File: src/hdl/assert_macros.svh
// ----------------------------------------------------------------------------
// assert_macros.svh
// Concurrent assertion helpers used by the block loop filter RTL.
// ----------------------------------------------------------------------------
`ifndef ASSERT_MACROS_SVH
`define ASSERT_MACROS_SVH

`ifndef ASSERT_OFF
// Implication or plain property, sampled on the rising edge, off in reset
`define ASSERT_PROP(lbl, clk, rst_n, prop, msg) \
	lbl: assert property (@(posedge clk) disable iff (!rst_n) prop) else $error(msg);
// Condition that must never be seen on a rising edge
`define ASSERT_NEVER(lbl, clk, rst_n, cond, msg) \
	lbl: assert property (@(posedge clk) disable iff (!rst_n) !(cond)) else $error(msg);
`else
`define ASSERT_PROP(lbl, clk, rst_n, prop, msg)
`define ASSERT_NEVER(lbl, clk, rst_n, cond, msg)
`endif

`endif

File: src/hdl/blf_pkg.sv
`timescale 1ns / 1ps
`default_nettype none
// ----------------------------------------------------------------------------
// blf_pkg
// Shared constants and types of the 8x8 block loop filter.
// ----------------------------------------------------------------------------
package blf_pkg;

	localparam int NCOLS     = 8;
	localparam int ROW_BITS  = 3;
	localparam int QDEPTH    = 3;
	localparam int LVL_BITS  = 2;
	localparam int RND_EDGE  = 2;
	localparam int RND_INNER = 8;

	localparam logic [ROW_BITS-1:0] FIRST_ROW = 3'd0;
	localparam logic [ROW_BITS-1:0] LAST_ROW  = 3'd7;

	typedef struct packed {
		logic [ROW_BITS-1:0] row;
		logic                last;
	} row_tag_t;

	// Results written into the output queue in one cycle
	typedef struct packed {
		logic [LVL_BITS-1:0] count;
		row_tag_t            tag0;
		row_tag_t            tag1;
	} push_ctl_t;

endpackage
`default_nettype wire

File: src/hdl/block_loop_filter_8x8.sv
`timescale 1ns / 1ps
`default_nettype none
// ----------------------------------------------------------------------------
// block_loop_filter_8x8
// Separable 1-2-1 loop filter over an 8x8 block, one pixel row per transfer.
// ----------------------------------------------------------------------------
//  channel | signals                                   | direction
//  --------+-------------------------------------------+----------
//  in      | in_valid, in_ready, pixel_0..pixel_7      | row in
//  out     | out_valid, out_ready, out_row,            | row out
//          | out_pixel_0..out_pixel_7, run_last        |
//
// One input row is taken per cycle. The horizontal pass and the vertical pass
// are combinational, between the stored filtered rows and a three-entry output
// queue, which registers each result before the out channel shows it.
// The eighth row of a block writes two results; the queue depth lets the
// stream keep one row per cycle when the sink takes one result per cycle.
// Input stalls only while the queue lacks room for the row's results.
// Reset clears the row counter and empties the queue.
// ----------------------------------------------------------------------------
`include "assert_macros.svh"

module block_loop_filter_8x8 #(
	parameter int PIXEL_BITS = 8
) (
	input  logic                  clk,
	input  logic                  arst_n,
	input  logic                  in_valid,
	output logic                  in_ready,
	input  logic [PIXEL_BITS-1:0] pixel_0,
	input  logic [PIXEL_BITS-1:0] pixel_1,
	input  logic [PIXEL_BITS-1:0] pixel_2,
	input  logic [PIXEL_BITS-1:0] pixel_3,
	input  logic [PIXEL_BITS-1:0] pixel_4,
	input  logic [PIXEL_BITS-1:0] pixel_5,
	input  logic [PIXEL_BITS-1:0] pixel_6,
	input  logic [PIXEL_BITS-1:0] pixel_7,
	output logic                  out_valid,
	input  logic                  out_ready,
	output logic [2:0]            out_row,
	output logic [PIXEL_BITS-1:0] out_pixel_0,
	output logic [PIXEL_BITS-1:0] out_pixel_1,
	output logic [PIXEL_BITS-1:0] out_pixel_2,
	output logic [PIXEL_BITS-1:0] out_pixel_3,
	output logic [PIXEL_BITS-1:0] out_pixel_4,
	output logic [PIXEL_BITS-1:0] out_pixel_5,
	output logic [PIXEL_BITS-1:0] out_pixel_6,
	output logic [PIXEL_BITS-1:0] out_pixel_7,
	output logic                  run_last
);
	import blf_pkg::*;

	// horizontal results need two extra bits, the vertical sum four
	localparam int HW = PIXEL_BITS + 2;
	localparam int SW = PIXEL_BITS + 4;

	logic [NCOLS-1:0][PIXEL_BITS-1:0] pix;
	logic [HW-1:0]                    hf      [NCOLS];
	logic [HW-1:0]                    hfilt_older_q [NCOLS];
	logic [HW-1:0]                    hfilt_newer_q [NCOLS];
	logic [ROW_BITS-1:0]              row_count_q;

	logic [NCOLS-1:0][PIXEL_BITS-1:0] edge_newer;
	logic [NCOLS-1:0][PIXEL_BITS-1:0] edge_cur;
	logic [NCOLS-1:0][PIXEL_BITS-1:0] inner_row;
	logic [NCOLS-1:0][PIXEL_BITS-1:0] push_pix0;
	logic [NCOLS-1:0][PIXEL_BITS-1:0] head_pix;

	logic [LVL_BITS-1:0]              need;
	logic [LVL_BITS-1:0]              level;
	logic [LVL_BITS-1:0]              room;
	logic                             accept;
	push_ctl_t                        push;
	row_tag_t                         head_tag;

	assign pix[0] = pixel_0;
	assign pix[1] = pixel_1;
	assign pix[2] = pixel_2;
	assign pix[3] = pixel_3;
	assign pix[4] = pixel_4;
	assign pix[5] = pixel_5;
	assign pix[6] = pixel_6;
	assign pix[7] = pixel_7;

	// Horizontal pass: edge columns times four, inner columns 1-2-1
	assign hf[0]       = {pix[0], 2'b00};
	assign hf[NCOLS-1] = {pix[NCOLS-1], 2'b00};
	for (genvar c = 1; c < NCOLS - 1; c++) begin : g_hf
		assign hf[c] = HW'(pix[c-1]) + {1'b0, pix[c], 1'b0} + HW'(pix[c+1]);
	end

	// Vertical pass: edge rows round by four, inner rows round by sixteen
	for (genvar c = 0; c < NCOLS; c++) begin : g_vf
		logic [HW:0]   e_new;
		logic [HW:0]   e_cur;
		logic [SW-1:0] s_in;
		assign e_new = {1'b0, hfilt_newer_q[c]} + (HW+1)'(RND_EDGE);
		assign e_cur = {1'b0, hf[c]} + (HW+1)'(RND_EDGE);
		assign s_in  = SW'(hfilt_older_q[c]) + {1'b0, hfilt_newer_q[c], 1'b0}
		             + SW'(hf[c]) + SW'(RND_INNER);
		assign edge_newer[c] = e_new[HW-1:2];
		assign edge_cur[c]   = e_cur[HW-1:2];
		assign inner_row[c]  = s_in[SW-1:4];
	end

	// Results caused by the row at hand: none for the first row, two for the last, one otherwise
	always_comb begin
		if (row_count_q == FIRST_ROW) begin
			need = LVL_BITS'(0);
		end else if (row_count_q == LAST_ROW) begin
			need = LVL_BITS'(2);
		end else begin
			need = LVL_BITS'(1);
		end
	end

	assign room     = LVL_BITS'(QDEPTH) - level;
	assign in_ready = (room >= need);
	assign accept   = in_valid & in_ready;

	// Row 1 emits the top edge row from the stored row; later rows the inner row
	assign push_pix0      = (row_count_q == ROW_BITS'(1)) ? edge_newer : inner_row;
	assign push.count     = accept ? need : '0;
	assign push.tag0.row  = row_count_q - ROW_BITS'(1);
	assign push.tag0.last = (row_count_q != LAST_ROW);
	assign push.tag1.row  = LAST_ROW;
	assign push.tag1.last = 1'b1;

	blf_out_queue #(
		.PIXEL_BITS(PIXEL_BITS)
	) u_queue (
		.clk       (clk),
		.arst_n    (arst_n),
		.push      (push),
		.push_pix0 (push_pix0),
		.push_pix1 (edge_cur),
		.out_valid (out_valid),
		.out_ready (out_ready),
		.head_tag  (head_tag),
		.head_pix  (head_pix),
		.level     (level)
	);

	assign out_row     = head_tag.row;
	assign run_last    = head_tag.last;
	assign out_pixel_0 = head_pix[0];
	assign out_pixel_1 = head_pix[1];
	assign out_pixel_2 = head_pix[2];
	assign out_pixel_3 = head_pix[3];
	assign out_pixel_4 = head_pix[4];
	assign out_pixel_5 = head_pix[5];
	assign out_pixel_6 = head_pix[6];
	assign out_pixel_7 = head_pix[7];

	// Advance the row counter on every transfer; it wraps into the next block
	always_ff @(posedge clk or negedge arst_n) begin
		if (!arst_n) begin
			row_count_q <= '0;
		end else if (accept) begin
			row_count_q <= row_count_q + ROW_BITS'(1);
		end
	end

	// Shift the horizontal row history; always written before it is read
	always_ff @(posedge clk) begin
		if (accept) begin
			for (int c = 0; c < NCOLS; c++) begin
				hfilt_older_q[c] <= hfilt_newer_q[c];
				hfilt_newer_q[c] <= hf[c];
			end
		end
	end

	// Row counter moves only on an input transfer
	`ASSERT_PROP(a_row_hold, clk, arst_n, !accept |=> $stable(row_count_q), "row counter moved without a transfer")
	// The last row of a block leaves at least its two results queued
	`ASSERT_PROP(a_last_two, clk, arst_n, (accept && row_count_q == LAST_ROW) |=> (level >= LVL_BITS'(2)), "last row did not queue two results")
	// The queue never holds more than its depth
	`ASSERT_NEVER(a_no_over, clk, arst_n, level > LVL_BITS'(QDEPTH), "output queue overfilled")

endmodule
`default_nettype wire

File: src/hdl/blf_out_queue.sv
`timescale 1ns / 1ps
`default_nettype none
// ----------------------------------------------------------------------------
// blf_out_queue
// Three-entry shifting result queue, up to two writes and one read a cycle.
// ----------------------------------------------------------------------------
module blf_out_queue #(
	parameter int PIXEL_BITS = 8
) (
	input  logic                                            clk,
	input  logic                                            arst_n,
	input  blf_pkg::push_ctl_t                              push,
	input  logic [blf_pkg::NCOLS-1:0][PIXEL_BITS-1:0]       push_pix0,
	input  logic [blf_pkg::NCOLS-1:0][PIXEL_BITS-1:0]       push_pix1,
	output logic                                            out_valid,
	input  logic                                            out_ready,
	output blf_pkg::row_tag_t                               head_tag,
	output logic [blf_pkg::NCOLS-1:0][PIXEL_BITS-1:0]       head_pix,
	output logic [blf_pkg::LVL_BITS-1:0]                    level
);
	import blf_pkg::*;

	row_tag_t                            tag_q [QDEPTH];
	logic [NCOLS-1:0][PIXEL_BITS-1:0]    pix_q [QDEPTH];
	row_tag_t                            tag_d [QDEPTH];
	logic [NCOLS-1:0][PIXEL_BITS-1:0]    pix_d [QDEPTH];
	logic [LVL_BITS-1:0]                 level_q;
	logic [LVL_BITS-1:0]                 level_d;
	logic [LVL_BITS-1:0]                 base;
	logic                                pop;

	assign out_valid = (level_q != '0);
	assign pop       = out_valid & out_ready;
	assign head_tag  = tag_q[0];
	assign head_pix  = pix_q[0];
	assign level     = level_q;

	always_comb begin
		base = level_q - LVL_BITS'(pop);
		// advance toward the head on a read
		for (int i = 0; i < QDEPTH - 1; i++) begin
			tag_d[i] = pop ? tag_q[i+1] : tag_q[i];
			pix_d[i] = pop ? pix_q[i+1] : pix_q[i];
		end
		tag_d[QDEPTH-1] = tag_q[QDEPTH-1];
		pix_d[QDEPTH-1] = pix_q[QDEPTH-1];
		// append new results behind the survivors
		for (int i = 0; i < QDEPTH; i++) begin
			if (push.count != '0 && base == LVL_BITS'(i)) begin
				tag_d[i] = push.tag0;
				pix_d[i] = push_pix0;
			end
			if (push.count == LVL_BITS'(2) && (base + LVL_BITS'(1)) == LVL_BITS'(i)) begin
				tag_d[i] = push.tag1;
				pix_d[i] = push_pix1;
			end
		end
		level_d = base + push.count;
	end

	always_ff @(posedge clk or negedge arst_n) begin
		if (!arst_n) begin
			level_q <= '0;
		end else begin
			level_q <= level_d;
		end
	end

	always_ff @(posedge clk) begin
		for (int i = 0; i < QDEPTH; i++) begin
			tag_q[i] <= tag_d[i];
			pix_q[i] <= pix_d[i];
		end
	end

endmodule
`default_nettype wire
File: config.mk
export PLATFORM = sky130hd
export DESIGN_NAME = block_loop_filter_8x8
export DESIGN_NICKNAME = d
export VERILOG_FILES = /design/src/hdl/blf_pkg.sv /design/src/hdl/block_loop_filter_8x8.sv /design/src/hdl/blf_out_queue.sv
export VERILOG_INCLUDE_DIRS = /design/src /design/src/hdl
export SDC_FILE = /design/constraint.sdc
export NUM_CORES = 1
export LEC_CHECK = 0
export ABC_AREA = 0
export BUFFER_PORTS_ARGS = -buffer_cell sky130_fd_sc_hd__buf_4
export CELL_PAD_IN_SITES_DETAIL_PLACEMENT = 1
export CELL_PAD_IN_SITES_GLOBAL_PLACEMENT = 1
export CORE_MARGIN = 4
export CORE_UTILIZATION = 54
export CTS_CLUSTER_DIAMETER = 40
export DETAILED_ROUTE_END_ITERATION = 7
export GPL_TIMING_DRIVEN = 0
export PLACE_DENSITY = 0.84
export SKIP_LAST_GASP = 1
export SYNTH_ARGS = -nofsm -noshare
export SYNTH_HDL_FRONTEND = slang
export SYNTH_SLANG_ARGS = --single-unit
File: constraint.sdc
create_clock -name clk -period 11 [get_ports clk]
set_clock_uncertainty 0.05 [all_clocks]
set_input_delay 3.3 -clock clk [delete_from_list [all_inputs] [get_ports clk]]
set_output_delay 3.3 -clock clk [all_outputs]
set_load 0.05 [all_outputs]
==> results of run 1 <==
worst max-delay path: stages:
cell      delay (ps)
buf_4             90
inv_1            150
fa_1             570
inv_1             50
ha_1             230
fa_1             420
a21oi_1          200
o21ai_0          230
o31a_1           330
nor2_1           400
fa_1             500
ha_1             310
ha_1             230
or3_1            370
o21ai_0          160
a211oi_1         180
o41ai_1         1030
mux2i_1          160
o21ai_0          410
Yosys cell counts (51+ instances only):
cell type  instances
a21oi_1          148
buf_4             67
clkbuf_1          80
edfxtp_1         344
fa_1             116
ha_1             209
inv_1            146
nand2_1          165
nand3_1           55
nor2_1           214
o21ai_0          185
xnor2_1           75
xor2_1            51
registers in the layout (all words and copies together) (netlist names):
register / cells
u_queue.pix_q: 192
u_queue.tag_q: 12
hfilt_newer_q: 76
u_queue.level: 2
hfilt_older_q: 76
row_count_q: 3
metrics by stage:
stage,util [%],setup WS [ps]
floorplan,-,2991
global placement,58.29,472.2
detailed placement,58.59,1659
CTS,63.76,2226
global route,63.76,1883
finish,63.78,1976
per-layer routing:
layer,share of wire [%],wire length [um],GRT usage [%]
met5,0,0,0
met4,6.5,6134,21.23
met3,9.9,9359,7.609
met2,46,43790,59.47
met1,37,35230,47.16
path summary, 6_finish.rpt:
path | slack [ps] | depth (start not counted) | endpoint | start
hold reg to reg | 390 | 0 | hfilt_older_q[1][0] | hfilt_newer_q[1][0]
hold / removal | 390 | 0 | hfilt_older_q[1][0] | hfilt_newer_q[1][0]
setup / recovery | 1980 | 19 | u_queue.pix_q[0][29] | pixel_2[1]
max in group asynchronous | 8340 | 1 | row_count_q[2] | arst_n
setup reg to reg | 5320 | 13 | u_queue.pix_q[0][83] | u_queue.level[1]
min in group asynchronous | 2420 | 1 | row_count_q[0] | arst_n
cell families after synthesis:
group / count (synthesis)
AO/OA/AOI/OAI: 593
XOR/XNOR: 126
adder cells (fa/ha/maj): 325
buffers and inverters: 301
flip-flops: 361
multiplexers: 43
AND/OR/NAND/NOR: 633
cell type report:
type	instances	area share, %
well taps	607	2.563
flip-flops and latches	361	36.10
repair buffers	141	3.817
multi-input cells	1720	44.70
clock inverters	52	2.069
plain buffers	155	2.816
clock buffers	74	6.030
diodes	4	0.03378
inverters	146	1.875
==> impl_metrics.json, run 1 <==
{
  "status": "completed",
  "synth_area_sq_mm": 0.02529,
  "setup_violations": 0,
  "place_area_sq_mm": 0.02722,
  "synthMuxAreaShare_pct": 1.741,
  "cts_made_buffers": 69,
  "wl_mm": 94.51,
  "die_h_um": 224.4,
  "cts_root_buf": "clkbuf_16",
  "synth_nets": 2775,
  "layout-drive-gt1-share_pct": 13.51,
  "hold_buffers": 0,
  "avgSynthCellArea_sq_um": 10.62,
  "drt_iter0_markers": 2267,
  "dieArea_sq_mm": 0.05036,
  "dp_hpwl_mm": 68.22,
  "antenna_found_initial": 5,
  "ys_ff_latch": 361,
  "cts_resized": 0,
  "max_freq_mhz": 110.8,
  "clock_sinks": 361,
  "place_congestion": 0.9410,
  "viasPerCell": 6.567,
  "initial_core_util_pct": 54.44,
  "synth_warnings": 0,
  "final_common_cell": "edfxtp_1",
  "drv_cap": 0,
  "synth_xor_area_share_pct": 4.364,
  "drcViolationCount": 0,
  "hold_path_class": "flop to flop",
  "grt_pass1_vias": 22820,
  "clkSlewWorstSetupHoldPaths_ps": 50,
  "fp.coreArea_sq_mm": 0.04646,
  "cp_max_fo": 5,
  "synth_fa_ha_area_share_pct": 19.52,
  "hold_slack_ps": 393.5,
  "fill_cells": 4983,
  "drt.antenna.violating_nets": 0,
  "ios": 138,
  "area_growth_pct": 17.16,
  "die_w_um": 224.4,
  "crit_type": "input pin to flop",
  "synth_cells": 2382,
  "routed-via-count": 21410,
  "cp.required_ps": 11310,
  "synthSimpleGateAreaFrac_pct": 11.93,
  "rows": 79,
  "final-instance-count-excl-fill": 3260,
  "hold_violations": 0,
  "firstDrtPassIters": 5,
  "rsz0062_at_grt": "false",
  "netlist_top_cells_area": "edfxtp_1 41%, ha_1 10%, fa_1 9.2%",
  "dpl.cell_count": 3130,
  "synth_top_family_by_area": "adder cells",
  "gr-usage-all-layers_pct": 37.08,
  "grt-ovfl-total": 0,
  "cts_setup_buffers": 0,
  "io_buffers": 137,
  "wl_per_cell_um": 28.99,
  "cts_tree": "yes",
  "multi_input_area_sq_mm": 0.01325,
  "critPathLaunchType": "input pin",
  "ys_seq_area_share_pct": 42.29,
  "yosysTopAreaCell": "edfxtp_1",
  "netlist-cell-type-count": 79,
  "synth_compound_area_share_pct": 14.69,
  "tightest_slew_ps": 1446,
  "synth-edff-count": 344,
  "register_area_sq_mm": 0.01070,
  "final_cell_mix": "344 x edfxtp_1, 214 x nor2_1, 209 x ha_1, 204 x buf_4, 185 x o21ai_0",
  "htreeDepth": 3,
  "relSlewSlack_pct": 2.870,
  "end_kind": "flop",
  "period_minus_slack_ps": 9025,
  "setup_tns_ps": 0,
  "fin_nets": 2987,
  "insertion_delay_ps": 630,
  "synthFlopType": "edfxtp_1",
  "async_flop_share_pct": 1.385,
  "worstPathArrival_ps": 9340,
  "ctsLongestPathBuffers": 3,
  "grt_pass1_wl_mm": 140.3,
  "fin_crit_sh_pct": 82.04,
  "yosysTopAreaCellShare_pct": 40.85,
  "grt_max_degree": 118,
  "slew_viol_final": 0,
  "post-route-cell-area_sq_mm": 0.02963
}
Power of run 1 is not shown: default switching activity piles up to over one toggle a cycle in this logic, so the estimate is an artifact.
==> inputs of run 2 (changes only) <==
CORE_UTILIZATION = 45   (was 54)
PLACE_DENSITY = 0.74   (was 0.84)
clock period = 7.3 ns   (was 11 ns; I/O delays follow)
==> run 2 against run 1 <==
Effect of this change:
- global-route usage decreased by 6.6 points
- worst hold slack got worse by 0.65 ps
- critical endpoint is now u_queue.pix_q[0][23]
- sequential share of layout area decreased by 0.61 points
- die area increased by 19%
- critical path depth increased by 2
- highest routed layer is now met5
- routed wire length decreased by 2.0%
==> impl_metrics.json, run 2 (synthesis gave the netlist of run 1 again) <==
{
  "insertion_delay_ps": 620,
  "relSlewSlack_pct": 8.195,
  "whs_path_depth": 0,
  "dp_hpwl_mm": 67.97,
  "post-route-cell-area_sq_mm": 0.03014,
  "fp.coreArea_sq_mm": 0.05542,
  "tightest_slew_ps": 1376,
  "wl_per_cell_um": 27.16,
  "final_cell_mix": "344 x edfxtp_1, 212 x nor2_1, 209 x ha_1, 207 x buf_4, 183 x o21ai_0",
  "die_h_um": 245.1,
  "cts_root_buf": "clkbuf_16",
  "ios": 138,
  "fill_cells": 5876,
  "clock_sinks": 361,
  "cp.required_ps": 7530,
  "hold_path_class": "flop to flop",
  "firstDrtPassIters": 5,
  "rrSetupSlack_ps": 1640,
  "drcViolationCount": 0,
  "setup_violations": 0,
  "grt_max_degree": 98,
  "die_w_um": 245.1,
  "register_area_sq_mm": 0.01070,
  "viasPerCell": 6.134,
  "drt_iter0_markers": 2059,
  "fin_crit_sh_pct": 98.18,
  "fin_util_pct": 54.39,
  "rsz0062_at_grt": "true",
  "area_growth_pct": 19.19,
  "rows": 86,
  "multi_input_area_sq_mm": 0.01341,
  "ctsLongestPathBuffers": 3,
  "slew_viol_final": 0,
  "htreeDepth": 3,
  "initial_core_util_pct": 45.64,
  "largest_reg_flops": 192,
  "fin_nets": 2994,
  "dieArea_sq_mm": 0.06006,
  "cts_made_buffers": 74,
  "place_area_sq_mm": 0.02740,
  "hold_buffers": 0,
  "clkSlewWorstSetupHoldPaths_ps": 40,
  "cp_max_fo": 3,
  "place_congestion": 0.9171,
  "hold_start": "hfilt_newer_q[0][20]",
  "hold_violations": 0,
  "reg2reg_from": "u_queue.level[1]",
  "drv_cap": 0,
  "crit_type": "input pin to flop",
  "grt-ovfl-total": 0,
  "end_kind": "flop",
  "reg2regPathDepth": 13,
  "grt_pass1_vias": 22280,
  "routed-via-count": 20920,
  "io_buffers": 137,
  "gr-usage-all-layers_pct": 30.44,
  "hold_slack_ps": 392.8,
  "layout-drive-gt1-share_pct": 14.88,
  "worstPathArrival_ps": 7390,
  "wl_mm": 92.62,
  "cts_tree": "yes",
  "whs_endpoint": "hfilt_older_q[0][20]",
  "regMostFlops": "u_queue.pix_q",
  "final_common_cell": "edfxtp_1",
  "drt.antenna.violating_nets": 0,
  "grt_pass1_wl_mm": 137.9,
  "rr_endpoint": "u_queue.pix_q[0][84]",
  "period_minus_slack_ps": 7167,
  "status": "completed",
  "antenna_found_initial": 3,
  "critPathLaunchType": "input pin",
  "reg_top3": "u_queue.pix_q x192, hfilt_newer_q x76, hfilt_older_q x76",
  "max_freq_mhz": 139.5
}
==> run 2: cell types whose count changed in the layout (fill, tap and decap cells not counted), moves of 3 or more <==
| cell | delta |
|---|---|
| a21oi_1 | -6 |
| a21oi_2 | +6 |
| buf_4 | +3 |
| clkbuf_16 | +6 |
| clkinv_4 | +4 |
| diode_2 | -3 |
| inv_6 | +5 |
| o22ai_1 | -3 |
| o22ai_2 | +3 |
==> run 2: how the worst max path moves through the flow <==
stage                     startpoint                     to  slack [ps]  cells after the start
final                     pixel_3[1]   u_queue.pix_q[0][23]         130                     21
after global routing      pixel_3[1]   u_queue.pix_q[0][38]         -50                     20
after CTS                 pixel_3[1]   u_queue.pix_q[0][39]          30                     20
after detailed placement  pixel_2[1]   u_queue.pix_q[0][29]       -1010                     19
after global placement     out_ready   u_queue.pix_q[0][83]       -2260                     11
after floorplan           pixel_2[1]  u_queue.pix_q[0][158]         400                     18
==> run 2: cell type report <==
| type | instances | area share (%) |
|---|---|---|
| multi-input combinational | 1720 | 44.48 |
| sequential | 361 | 35.48 |
| clock buffer | 80 | 6.359 |
| timing repair buffer | 144 | 3.827 |
| tap | 748 | 3.105 |
| buffer | 154 | 2.756 |
| clock inverter | 56 | 2.142 |
| inverter | 146 | 1.843 |
| antenna | 1 | 0.008302 |
==> run 2: metal layers <==
metal  track usage (%)  wire [um]  part of all wire, %  up-vias
met1             40.39      37670                   41    10610
met5                 0         14                0.015        -
met2             49.04      42840                   46      990
met3             5.058       7833                  8.5      238
met4             14.11       4268                  4.6        2
li1                  -          -                    -     9080
==> run 2: timing repair <==
action	4_1_cts	5_1_grt
gates resized for setup	5	26
setup buffers	0	3
pin swaps	0	2
endpoints found under the setup margin	6	28
==> run 2: critical path, cell delays in order <==
cell	delay, ps
buf_4	90
inv_1	160
fa_1	530
inv_1	40
ha_1	240
fa_1	420
a21oi_1	260
o211ai_1	160
a21oi_2	190
xnor2_1	210
inv_1	160
fa_1	460
ha_1	320
ha_1	240
or3_1	370
o21ai_0	210
a211oi_1	140
o21a_1	240
mux2i_1	200
o311ai_1	310
o21ai_0	240
==> run 2: per-stage QoR <==
stage	setup TNS, ps	setup slack, ps	cells
final	0	132.6	3410
after CTS	0	29.71	3407
after global routing	-67.24	-49.01	3409
after detailed placement	-19180	-1015	3271
after floorplan	0	401.2	2382
after global placement	-362730	-2261	3267
Power of run 2 is left out for the same reason.
